`src/rtl/core/ppcm_pkg.sv`:
```
// ----------------------------------------------------------------------------
// ppcm_pkg
// Shared constants and controller/datapath interface types of the PWM pulse
// capture meter.
// ----------------------------------------------------------------------------
package ppcm_pkg;

  // Default width of the capture timer
  localparam int unsigned TimerBitsDef = 16;

  // Duty scale and width of the duty quotient (0..100 fits in 7 bits)
  localparam int unsigned PctScale = 100;
  localparam int unsigned QuotBits = 7;

  // Controller states
  typedef enum logic [1:0] {
    StIdle,
    StMul,
    StDiv,
    StDone
  } state_e;

  // Commands from the controller to the datapath
  typedef struct packed {
    logic load;  // take the capture, update periods and phase
    logic mul;   // form on*100 and preload the divider
    logic step;  // one restoring division step
    logic emit;  // load the output register
  } ctrl_cmd_t;

  // Status from the datapath to the controller
  typedef struct packed {
    logic div_last;  // current step is the last quotient bit
    logic out_free;  // output register can take a new result
  } dp_status_t;

endpackage

```
`src/rtl/core/ppcm_ctrl.sv`:
```
// ----------------------------------------------------------------------------
// ppcm_ctrl
// Sequencer of the meter: accepts one capture, runs the multiply and the
// division steps, then hands the result to the output register.
// ----------------------------------------------------------------------------
module ppcm_ctrl (
  input  logic                   clk_i,
  input  logic                   rst_ni,
  input  logic                   in_valid_i,
  output logic                   in_ready_o,
  input  ppcm_pkg::dp_status_t   status_i,
  output ppcm_pkg::ctrl_cmd_t    cmd_o
);

  ppcm_pkg::state_e state_q, state_d;

  // Hold the state
  always_ff @(posedge clk_i or negedge rst_ni) begin
    if (!rst_ni) begin
      state_q <= ppcm_pkg::StIdle;
    end else begin
      state_q <= state_d;
    end
  end

  // Advance through accept, multiply, divide and output
  always_comb begin
    state_d    = state_q;
    in_ready_o = 1'b0;
    cmd_o      = '0;
    case (state_q)
      ppcm_pkg::StIdle: begin
        in_ready_o = 1'b1;
        if (in_valid_i) begin
          cmd_o.load = 1'b1;
          state_d    = ppcm_pkg::StMul;
        end
      end
      ppcm_pkg::StMul: begin
        cmd_o.mul = 1'b1;
        state_d   = ppcm_pkg::StDiv;
      end
      ppcm_pkg::StDiv: begin
        cmd_o.step = 1'b1;
        if (status_i.div_last) begin
          state_d = ppcm_pkg::StDone;
        end
      end
      ppcm_pkg::StDone: begin
        if (status_i.out_free) begin
          cmd_o.emit = 1'b1;
          state_d    = ppcm_pkg::StIdle;
        end
      end
      default: begin
        state_d = ppcm_pkg::StIdle;
      end
    endcase
  end

endmodule

```
`src/rtl/core/ppcm_dp.sv`:
```
// ----------------------------------------------------------------------------
// ppcm_dp
// Datapath of the meter: period registers, on*100 multiplier, seven-step
// restoring divider for the duty percent and the output register.
// ----------------------------------------------------------------------------
module ppcm_dp #(
  parameter int unsigned TimerBits = ppcm_pkg::TimerBitsDef,
  parameter int unsigned OutWidth  = ((3 * TimerBits + 10 + 7) / 8) * 8
) (
  input  logic                   clk_i,
  input  logic                   rst_ni,
  input  logic [TimerBits-1:0]   capture_time_i,
  input  ppcm_pkg::ctrl_cmd_t    cmd_i,
  output ppcm_pkg::dp_status_t   status_o,
  output logic                   out_valid_o,
  input  logic                   out_ready_i,
  output logic [OutWidth-1:0]    out_data_o
);

  localparam int unsigned QB  = ppcm_pkg::QuotBits;
  localparam int unsigned NumW = TimerBits + QB;  // width of on*100 and shifted divisor
  localparam int unsigned CntW = $clog2(QB);

  // Measurement state
  logic                 expect_falling_q;
  logic [TimerBits-1:0] prev_time_q;
  logic [TimerBits-1:0] on_q;
  logic [TimerBits-1:0] off_q;
  logic [TimerBits:0]   total_q;

  // Divider
  logic [NumW-1:0]      rem_q;
  logic [NumW-1:0]      dsr_q;
  logic [QB-1:0]        quot_q;
  logic [CntW-1:0]      cnt_q;

  // Output register
  logic                 out_valid_q;
  logic [TimerBits-1:0] hi_out_q;
  logic [TimerBits-1:0] lo_out_q;
  logic [TimerBits:0]   tot_out_q;
  logic [QB-1:0]        duty_out_q;
  logic                 dvalid_out_q;
  logic                 arm_out_q;

  logic [TimerBits-1:0] delta;
  logic [TimerBits-1:0] on_d;
  logic [TimerBits-1:0] off_d;
  logic                 ge;
  logic                 total_nz;

  // Form the modular difference and pick the period it belongs to
  assign delta = capture_time_i - prev_time_q;
  assign on_d  = expect_falling_q ? delta : on_q;
  assign off_d = expect_falling_q ? off_q : delta;

  // Update phase, last capture, periods and their full-width sum
  always_ff @(posedge clk_i or negedge rst_ni) begin
    if (!rst_ni) begin
      expect_falling_q <= 1'b0;
      prev_time_q      <= '0;
      on_q             <= '0;
      off_q            <= '0;
      total_q          <= '0;
    end else if (cmd_i.load) begin
      expect_falling_q <= ~expect_falling_q;
      prev_time_q      <= capture_time_i;
      on_q             <= on_d;
      off_q            <= off_d;
      total_q          <= {1'b0, on_d} + {1'b0, off_d};
    end
  end

  // Restoring division: quotient is below 2^QB, so QB steps of a shifted divisor
  assign ge = (rem_q >= dsr_q);

  always_ff @(posedge clk_i) begin
    if (cmd_i.mul) begin
      rem_q  <= NumW'(on_q) * NumW'(ppcm_pkg::PctScale);
      dsr_q  <= NumW'(total_q) << (QB - 1);
      quot_q <= '0;
      cnt_q  <= '0;
    end else if (cmd_i.step) begin
      rem_q  <= ge ? (rem_q - dsr_q) : rem_q;
      dsr_q  <= dsr_q >> 1;
      quot_q <= {quot_q[QB-2:0], ge};
      cnt_q  <= cnt_q + CntW'(1);
    end
  end

  assign total_nz          = (total_q != '0);
  assign status_o.div_last = (cnt_q == CntW'(QB - 1));
  assign status_o.out_free = ~out_valid_q | out_ready_i;

  // Hold the result until the downstream side takes it
  always_ff @(posedge clk_i or negedge rst_ni) begin
    if (!rst_ni) begin
      out_valid_q <= 1'b0;
    end else if (cmd_i.emit) begin
      out_valid_q <= 1'b1;
    end else if (out_ready_i) begin
      out_valid_q <= 1'b0;
    end
  end

  // Load the result fields; zero total forces duty to 0
  always_ff @(posedge clk_i) begin
    if (cmd_i.emit) begin
      hi_out_q     <= on_q;
      lo_out_q     <= off_q;
      tot_out_q    <= total_q;
      duty_out_q   <= total_nz ? quot_q : '0;
      dvalid_out_q <= total_nz;
      arm_out_q    <= ~expect_falling_q;
    end
  end

  assign out_valid_o = out_valid_q;
  assign out_data_o  = OutWidth'({arm_out_q, dvalid_out_q, duty_out_q,
                                  tot_out_q, lo_out_q, hi_out_q});

  // Checks
  a_duty_range: assert property (@(posedge clk_i) disable iff (!rst_ni)
    out_valid_q |-> (duty_out_q <= QB'(ppcm_pkg::PctScale)))
    else $error("duty percent above 100");

  a_emit_free: assert property (@(posedge clk_i) disable iff (!rst_ni)
    cmd_i.emit |-> (~out_valid_q | out_ready_i))
    else $error("result loaded over an untaken result");

  a_total_sum: assert property (@(posedge clk_i) disable iff (!rst_ni)
    total_q == ({1'b0, on_q} + {1'b0, off_q}))
    else $error("total period out of step with the periods");

  a_valid_flag: assert property (@(posedge clk_i) disable iff (!rst_ni)
    out_valid_q |-> (dvalid_out_q == (tot_out_q != '0)))
    else $error("duty valid flag disagrees with total period");

endmodule

```
`src/rtl/core/pwm_pulse_capture_meter.sv`:
```
// ----------------------------------------------------------------------------
// pwm_pulse_capture_meter
// Measures on and off periods and the duty percent of a PWM signal from
// alternating edge capture timestamps.
// ----------------------------------------------------------------------------
// Each slave transaction carries one capture timestamp; edges alternate and
// the first edge after reset is rising. A rising edge sets the off period,
// a falling edge the on period, both as the difference modulo 2^TimerBits
// from the previous capture. Every capture yields one master transaction
// with both periods, their full-width sum, the truncated duty percent
// (0 with duty_valid low when the total is zero) and the edge to arm next.
// An item passes from acceptance to result through the period update, the
// on*100 multiply, the seven steps of the restoring divider that form the
// duty quotient and the load of the output register. A new capture is
// accepted only once the previous one has reached the output register;
// the output register lets a capture be accepted while the previous
// result still waits.
module pwm_pulse_capture_meter #(
  parameter int unsigned TimerBits = ppcm_pkg::TimerBitsDef,
  parameter int unsigned InWidth   = ((TimerBits + 7) / 8) * 8,
  parameter int unsigned OutWidth  = ((3 * TimerBits + 10 + 7) / 8) * 8
) (
  input  logic                clk_i,
  input  logic                rst_ni,
  // capture_time [TimerBits-1:0]
  input  logic [InWidth-1:0]  s_axis_tdata,
  input  logic                s_axis_tvalid,
  output logic                s_axis_tready,
  // high_period, low_period, total_period (TimerBits+1), duty_percent (7),
  // duty_valid, arm_rising_edge, from the lowest bit up
  output logic [OutWidth-1:0] m_axis_tdata,
  output logic                m_axis_tvalid,
  input  logic                m_axis_tready
);

  ppcm_pkg::ctrl_cmd_t  cmd;
  ppcm_pkg::dp_status_t status;

  // Sequence one capture at a time
  ppcm_ctrl u_ctrl (
    .clk_i      (clk_i),
    .rst_ni     (rst_ni),
    .in_valid_i (s_axis_tvalid),
    .in_ready_o (s_axis_tready),
    .status_i   (status),
    .cmd_o      (cmd)
  );

  // Periods, duty divider and output register
  ppcm_dp #(
    .TimerBits (TimerBits),
    .OutWidth  (OutWidth)
  ) u_dp (
    .clk_i          (clk_i),
    .rst_ni         (rst_ni),
    .capture_time_i (s_axis_tdata[TimerBits-1:0]),
    .cmd_i          (cmd),
    .status_o       (status),
    .out_valid_o    (m_axis_tvalid),
    .out_ready_i    (m_axis_tready),
    .out_data_o     (m_axis_tdata)
  );

endmodule

```
`config.mk`:
```
export PLATFORM = sky130hd
export DESIGN_NAME = pwm_pulse_capture_meter
export DESIGN_NICKNAME = d
export VERILOG_FILES = /design/src/rtl/core/ppcm_pkg.sv /design/src/rtl/core/ppcm_ctrl.sv /design/src/rtl/core/ppcm_dp.sv /design/src/rtl/core/pwm_pulse_capture_meter.sv
export SDC_FILE = /design/constraint.sdc
export NUM_CORES = 1
export LEC_CHECK = 0
export CAP_MARGIN = 20
export CORE_UTILIZATION = 50
export DETAILED_ROUTE_END_ITERATION = 8
export DONT_BUFFER_PORTS = 1
export PLACE_DENSITY_LB_ADDON = 0.1
export SLEW_MARGIN = 10
export SYNTH_ARGS = -nofsm -noshare
export SYNTH_HDL_FRONTEND = slang
export SYNTH_SLANG_ARGS = --single-unit
```
`constraint.sdc`:
```
create_clock -name clk_i -period 7.8 [get_ports clk_i]
set_input_delay 0.39 -clock clk_i [delete_from_list [all_inputs] [get_ports clk_i]]
set_output_delay 0.39 -clock clk_i [all_outputs]
set_load 0.1 [all_outputs]
```
### Yosys cells after proc, flatten, opt, wreduce, memory -nomap -nowiden

Index checks and enable logic that the tools add are counted.

| word-level totals | value |
|---|---|
| register bits | 183 |
| bits of input ports | 20 |
| output and inout port bits | 66 |
| logic and storage cells | 63 |

| cells by class | value |
|---|---|
| $add $sub $neg | 4 |
| multiply operators | 1 |
| magnitude comparators | 1 |
| eq/ne operators | 7 |
| multiplexer cells | 20 |
| bitwise operators | 3 |
| reductions and logical operators | 8 |

Operators by type and width:

| operator | count |
|---|---|
| $mux W23 | 5 |
| $mux W16 | 2 |
| $ge A23 B23 Y1 | 1 |
| $sub A23 B23 Y23 | 1 |
| $mul A16 B5 Y21 const B | 1 |
| $add A16 B16 Y17 | 1 |
| $reduce_bool A17 Y1 | 1 |
| $sub A16 B16 Y16 | 1 |
| $mux W1 | 9 |
| $pmux W2 S4 | 1 |
| $mux W2 | 3 |
| $ne A2 B2 Y1 const B | 3 |
| $reduce_bool A2 Y1 | 3 |
| $eq A2 B2 Y1 const B | 2 |
| $reduce_and A2 Y1 | 2 |
| $add A3 B1 Y3 const B | 1 |
| $eq A3 B3 Y1 const B | 1 |
| $reduce_and A3 Y1 | 1 |
| $eq A2 B1 Y1 const B | 1 |
| $logic_not A2 Y1 | 1 |
| $not A1 Y1 | 2 |
| $or A1 B1 Y1 | 1 |

### Logic depth before layout (Yosys ltp)

| depth | value |
|---|---|
| word-level depth | 5 |
| mapped depth | 19 |

### By module

A second synthesis with hierarchy kept.

| unflattened totals | value |
|---|---|
| cell total of the unflattened synthesis | 1,103 |
| area total of the unflattened synthesis | 11,267.1 sq um |

By module, submodules not included:

| module | instances | cells each | area each (sq um) | sequential area each (sq um) |
|---|---|---|---|---|
| ppcm_dp | 1 | 1,086 | 11,099.4 | 4,919.7 |
| ppcm_ctrl | 1 | 17 | 167.7 | 50.0 |

### Worst setup path after synthesis

Ideal clock, no wire load.

| timing path | value |
|---|---|
| kind | flip-flop to flip-flop |
| from | register u_dp.dsr_q[1] |
| to | register u_dp.rem_q[10], enable pin |
| library setup time | 0.431 ns |
| arrival | 3.430 ns |
| setup slack | 3.939 ns |
| stages on the path, launching flop included | 11 |
| path buffers | 0 |
| period minus slack after synthesis | 3.861 ns |
| cells stage by stage | dfxtp_1 -> inv_1 -> ha_1 -> nor2b_4 -> o21ai_2 -> a31oi_2 -> o41ai_4 -> o221a_4 -> o21ai_2 -> a31oi_1 -> a21boi_0 |

| on the way | value |
|---|---|
| word-level cells in the longest chain between the ends | 3 |

Ends and longest elaborated chain:

| item | RTL line | text |
|---|---|---|
| from (decl) | ppcm_dp.sv:33 | `logic [NumW-1:0] dsr_q;` |
| from (signal assigned) | ppcm_dp.sv:80 | `dsr_q <= NumW'(total_q) << (QB - 1);` |
| from (signal assigned) | ppcm_dp.sv:85 | `dsr_q <= dsr_q >> 1;` |
| $ge A23 B23 Y1 | ppcm_dp.sv:75 | `assign ge = (rem_q >= dsr_q);` |
| $reduce_bool A2 Y1 (no line) | n/a |  |
| $reduce_and A2 Y1 (no line) | n/a |  |
| to (signal assigned) | ppcm_dp.sv:79 | `rem_q <= NumW'(on_q) * NumW'(ppcm_pkg::PctScale);` |
| to (signal assigned) | ppcm_dp.sv:84 | `rem_q <= ge ? (rem_q - dsr_q) : rem_q;` |
| to (decl) | ppcm_dp.sv:32 | `logic [NumW-1:0] rem_q;` |

No other way between the ends.
A chain may end at the register's enable or synchronous reset.

### Worst setup path after layout

| timing path | value |
|---|---|
| from | register u_dp.prev_time_q[0] |
| to | register u_dp.total_q[14] |

| on the way | value |
|---|---|
| word-level cells in the longest chain between the ends | 3 |

Ends and longest elaborated chain:

| item | RTL line | text |
|---|---|---|
| from (decl) | ppcm_dp.sv:26 | `logic [TimerBits-1:0] prev_time_q;` |
| from (signal assigned) | ppcm_dp.sv:67 | `prev_time_q <= capture_time_i;` |
| $sub A16 B16 Y16 | ppcm_dp.sv:53 | `assign delta = capture_time_i - prev_time_q;` |
| $mux W16 | ppcm_dp.sv:54 | `assign on_d = expect_falling_q ? delta : on_q;` |
| via u_dp.on_d[4] | ppcm_dp.sv:47 | `logic [TimerBits-1:0] on_d;` |
| $add A16 B16 Y17 | ppcm_dp.sv:70 | `total_q <= {1'b0, on_d} + {1'b0, off_d};` |
| to (signal assigned) | ppcm_dp.sv:70 |  |
| to (decl) | ppcm_dp.sv:29 | `logic [TimerBits:0] total_q;` |

The timed path passes the listed nets, and every way through them passes these cells.

==> impl_metrics.ini <==
[place]
hpwl_um = 17380
globalplace.congestion = 0.8323
io_buffers = 0
place_ws_ns = 3.658

[logic_synthesis]
netlist_area_mm2 = 0.01117
synth_top_area_frac = 0.2581
synth-edff-count = 96
seq_area_frac_synth = 0.4449
yosys-top-cells-area = edfxtp_1 26%, dfrtp_1 15%, ha_1 12%, o21ai_0 5.2%, nand2_1 4.9%
synth_flop_cell = edfxtp_1
avgSynthCellArea_um2 = 10.01
synth_warnings = 0
synthDistinctLibCells = 69
yosysTopAreaCell = edfxtp_1
synthCells = 1116
yosysMostFrequentCell = nand2_1
synth_commonest_cells = 147 x nand2_1, 122 x inv_1, 115 x o21ai_0
synth-async-reset-ratio = 0.3770
ys_seq_elements = 183

[grt]
grt_pass1_wl_um = 38580
grt.total_usage = 0.2211
grt_pass1_vias = 7602
grt_overflow_total = 0
grt_max_degree = 84
antenna_found_initial = 0

[detailed_routing]
drt_iter0_markers = 343
post_drt_wl_per_cell_um = 16.96
routed-wl-met2_um = 11550
top_layer_used = met4
drtAntennaViolNets = 0
wl_met1_um = 11040
vias = 7660
viasPerCell = 5.456
drc = 0
drt_pass1_iterations = 4
wl_met3_um = 617
drt_wl_total_um = 23810

[clock_network]
clock-root-buffer = clkbuf_16
clk_latency_ns = 0.43
htree_num_levels = 4
cts_made_buffers = 17
cts_sinks = 183
post_cts_resized = 0
tritoncts = done
clk_path_buf_depth = 2
clkTransAtPathRegs_ns = 0.07
post_cts_buffers = 0

[worst_setup_path]
cp-end-kind = flop
crit_cells = 18
cp_top_family = compound AO/OA/AOI/OAI gates
ff2ff_path_depth = 18
critPathBufInv = 1
worstPathRequired_ns = 8.09
slowest_delay_ns = 0.40
cp.arrival_ns = 4.35
worstPathMaxFanout = 4
worstSetupStartpointType = flop
critical-path-slowest-cell = fa_1
path_class = reg2reg
crit_path_cell_trace = ha_1, inv_1, fa_1, a21oi_1, nor2b_1, nor2_1, xor2_1, o21ai_0, ha_1, o21a_1, o31ai_1, a21oi_1, o31a_1, nor3_1, o211a_1, o31ai_1, xnor2_1, o21ai_0

[die]
die_y_um = 151.5
core_mm2 = 0.02189
die-area_mm2 = 0.02294
die_w_um = 151.5
row_count = 54
initial_utilization = 0.5103
num_io_pins = 86

[sta]
skew_ns = 0.01396
min_period_over_period = 0.5200
tns_ns = 0
slew_headroom = 0.2748
max_freq_mhz = 246.6
finalSetupViolations = 0
finalCriticalPeriod_ns = 4.056
hold_viol = 0
worstMarginPinSlew_ns = 1.088
grt_setup_unrepaired = no
finalWorstSetupSlack_ns = 3.744
slew_violations = 0

[layout]
finalNetCount = 1256
nFillCells = 2004
postLayoutCoreUtil = 0.5518
drive_gt1_frac = 0.07295
area_growth_pct = 8.143
diodes = 0

[hold_path]
min_path_cells = 2
hold_path_class = in2reg

[outcome]
outcome = completed

[flow_run]
drv_cap = 0
-- cells by family (layout without fill, tap and decap cells) --
| kind of cell | after synthesis | after routing | share of synthesized area |
|---|---|---|---|
| AO/OA/AOI/OAI | 269 | 269 | 0.1538 |
| adder cells (fa/ha/maj) | 125 | 125 | 0.1494 |
| other | 1 | 6 | 0.0003357 |
| buffers and inverters | 163 | 166 | 0.05746 |
| multiplexers | 38 | 38 | 0.03584 |
| AND/OR/NAND/NOR | 284 | 284 | 0.1153 |
| flip-flops | 183 | 183 | 0.4449 |
| XOR/XNOR | 53 | 53 | 0.04301 |
-- per-layer routing --
layer,up-vias,GRT usage
li1,3886,-
met1,3627,0.2784
met2,112,0.3767
met3,35,0.04192
met4,0,0.08100
met5,-,0
-- flip-flops by register name (all words and copies together), names as in the netlist, 3 cells and up --
signal and flops:
u_dp.dsr_q 23, u_dp.rem_q 23, u_dp.tot_out_q 17, u_dp.total_q 17
u_dp.hi_out_q 16, u_dp.lo_out_q 16, u_dp.off_q 16, u_dp.on_q 16
u_dp.prev_time_q 16, u_dp.duty_out_q 7, u_dp.quot_q 7, u_dp.cnt_q 3
-- area by class of cell --
class	instances	area (µm²)	share of cell area
Timing Repair Buffer	12	112.6	0.009322
Inverter	122	457.9	0.03791
Multi-Input combinational cell	775	5587	0.4625
Sequential cell	183	4970	0.4114
Clock inverter	14	152.6	0.01264
Tap cell	280	350.3	0.02900
Clock buffer	18	450.4	0.03729
-- metrics by stage --
step	std cells	cell area (µm²)	hold WS (ns)
detailed placement	1370	11440	0.09532
global placement	1370	11440	0.09594
global route	1404	12080	0.05079
CTS	1404	12080	0.05237
floorplan	1121	11190	0.09441
finish	1404	12080	0.06952
-- worst paths after layout --
check	start	end	slack (ns)
worst max-delay path	u_dp.prev_time_q[0]	u_dp.total_q[14]	3.74
worst min-delay path	s_axis_tdata[6]	u_dp.prev_time_q[6]	0.07
worst max register to register	u_dp.prev_time_q[0]	u_dp.total_q[14]	3.74
worst min register to register	u_dp.off_q[0]	u_dp.lo_out_q[0]	0.48
max in group asynchronous	rst_ni	u_dp.total_q[14]	6.99
min in group asynchronous	rst_ni	u_dp.prev_time_q[3]	0.51
-- what timing repair did --
item / CTS / global route
endpoints found under the hold margin: 69 / 0
hold buffers: 2 / 0
endpoints found under the setup margin: 0 / 0
-- cell usage in the layout (no fill, tap or decap), types with 12 or more instances in the layout --
| master | instances |
|---|---|
| a21o_1 | 18 |
| a21oi_1 | 45 |
| clkbuf_16 | 18 |
| dfrtp_1 | 69 |
| dfxtp_1 | 18 |
| edfxtp_1 | 96 |
| fa_1 | 14 |
| ha_1 | 110 |
| inv_1 | 122 |
| mux2_2 | 16 |
| mux2i_1 | 22 |
| nand2_1 | 147 |
| nor2_1 | 49 |
| nor2b_1 | 15 |
| nor3_1 | 12 |
| o21a_1 | 12 |
| o21ai_0 | 115 |
| xnor2_1 | 37 |
| xor2_1 | 15 |
Power is left out: the tool's default activity adds up to more than one toggle a clock period on the data nets, which glitch-free logic cannot reach.
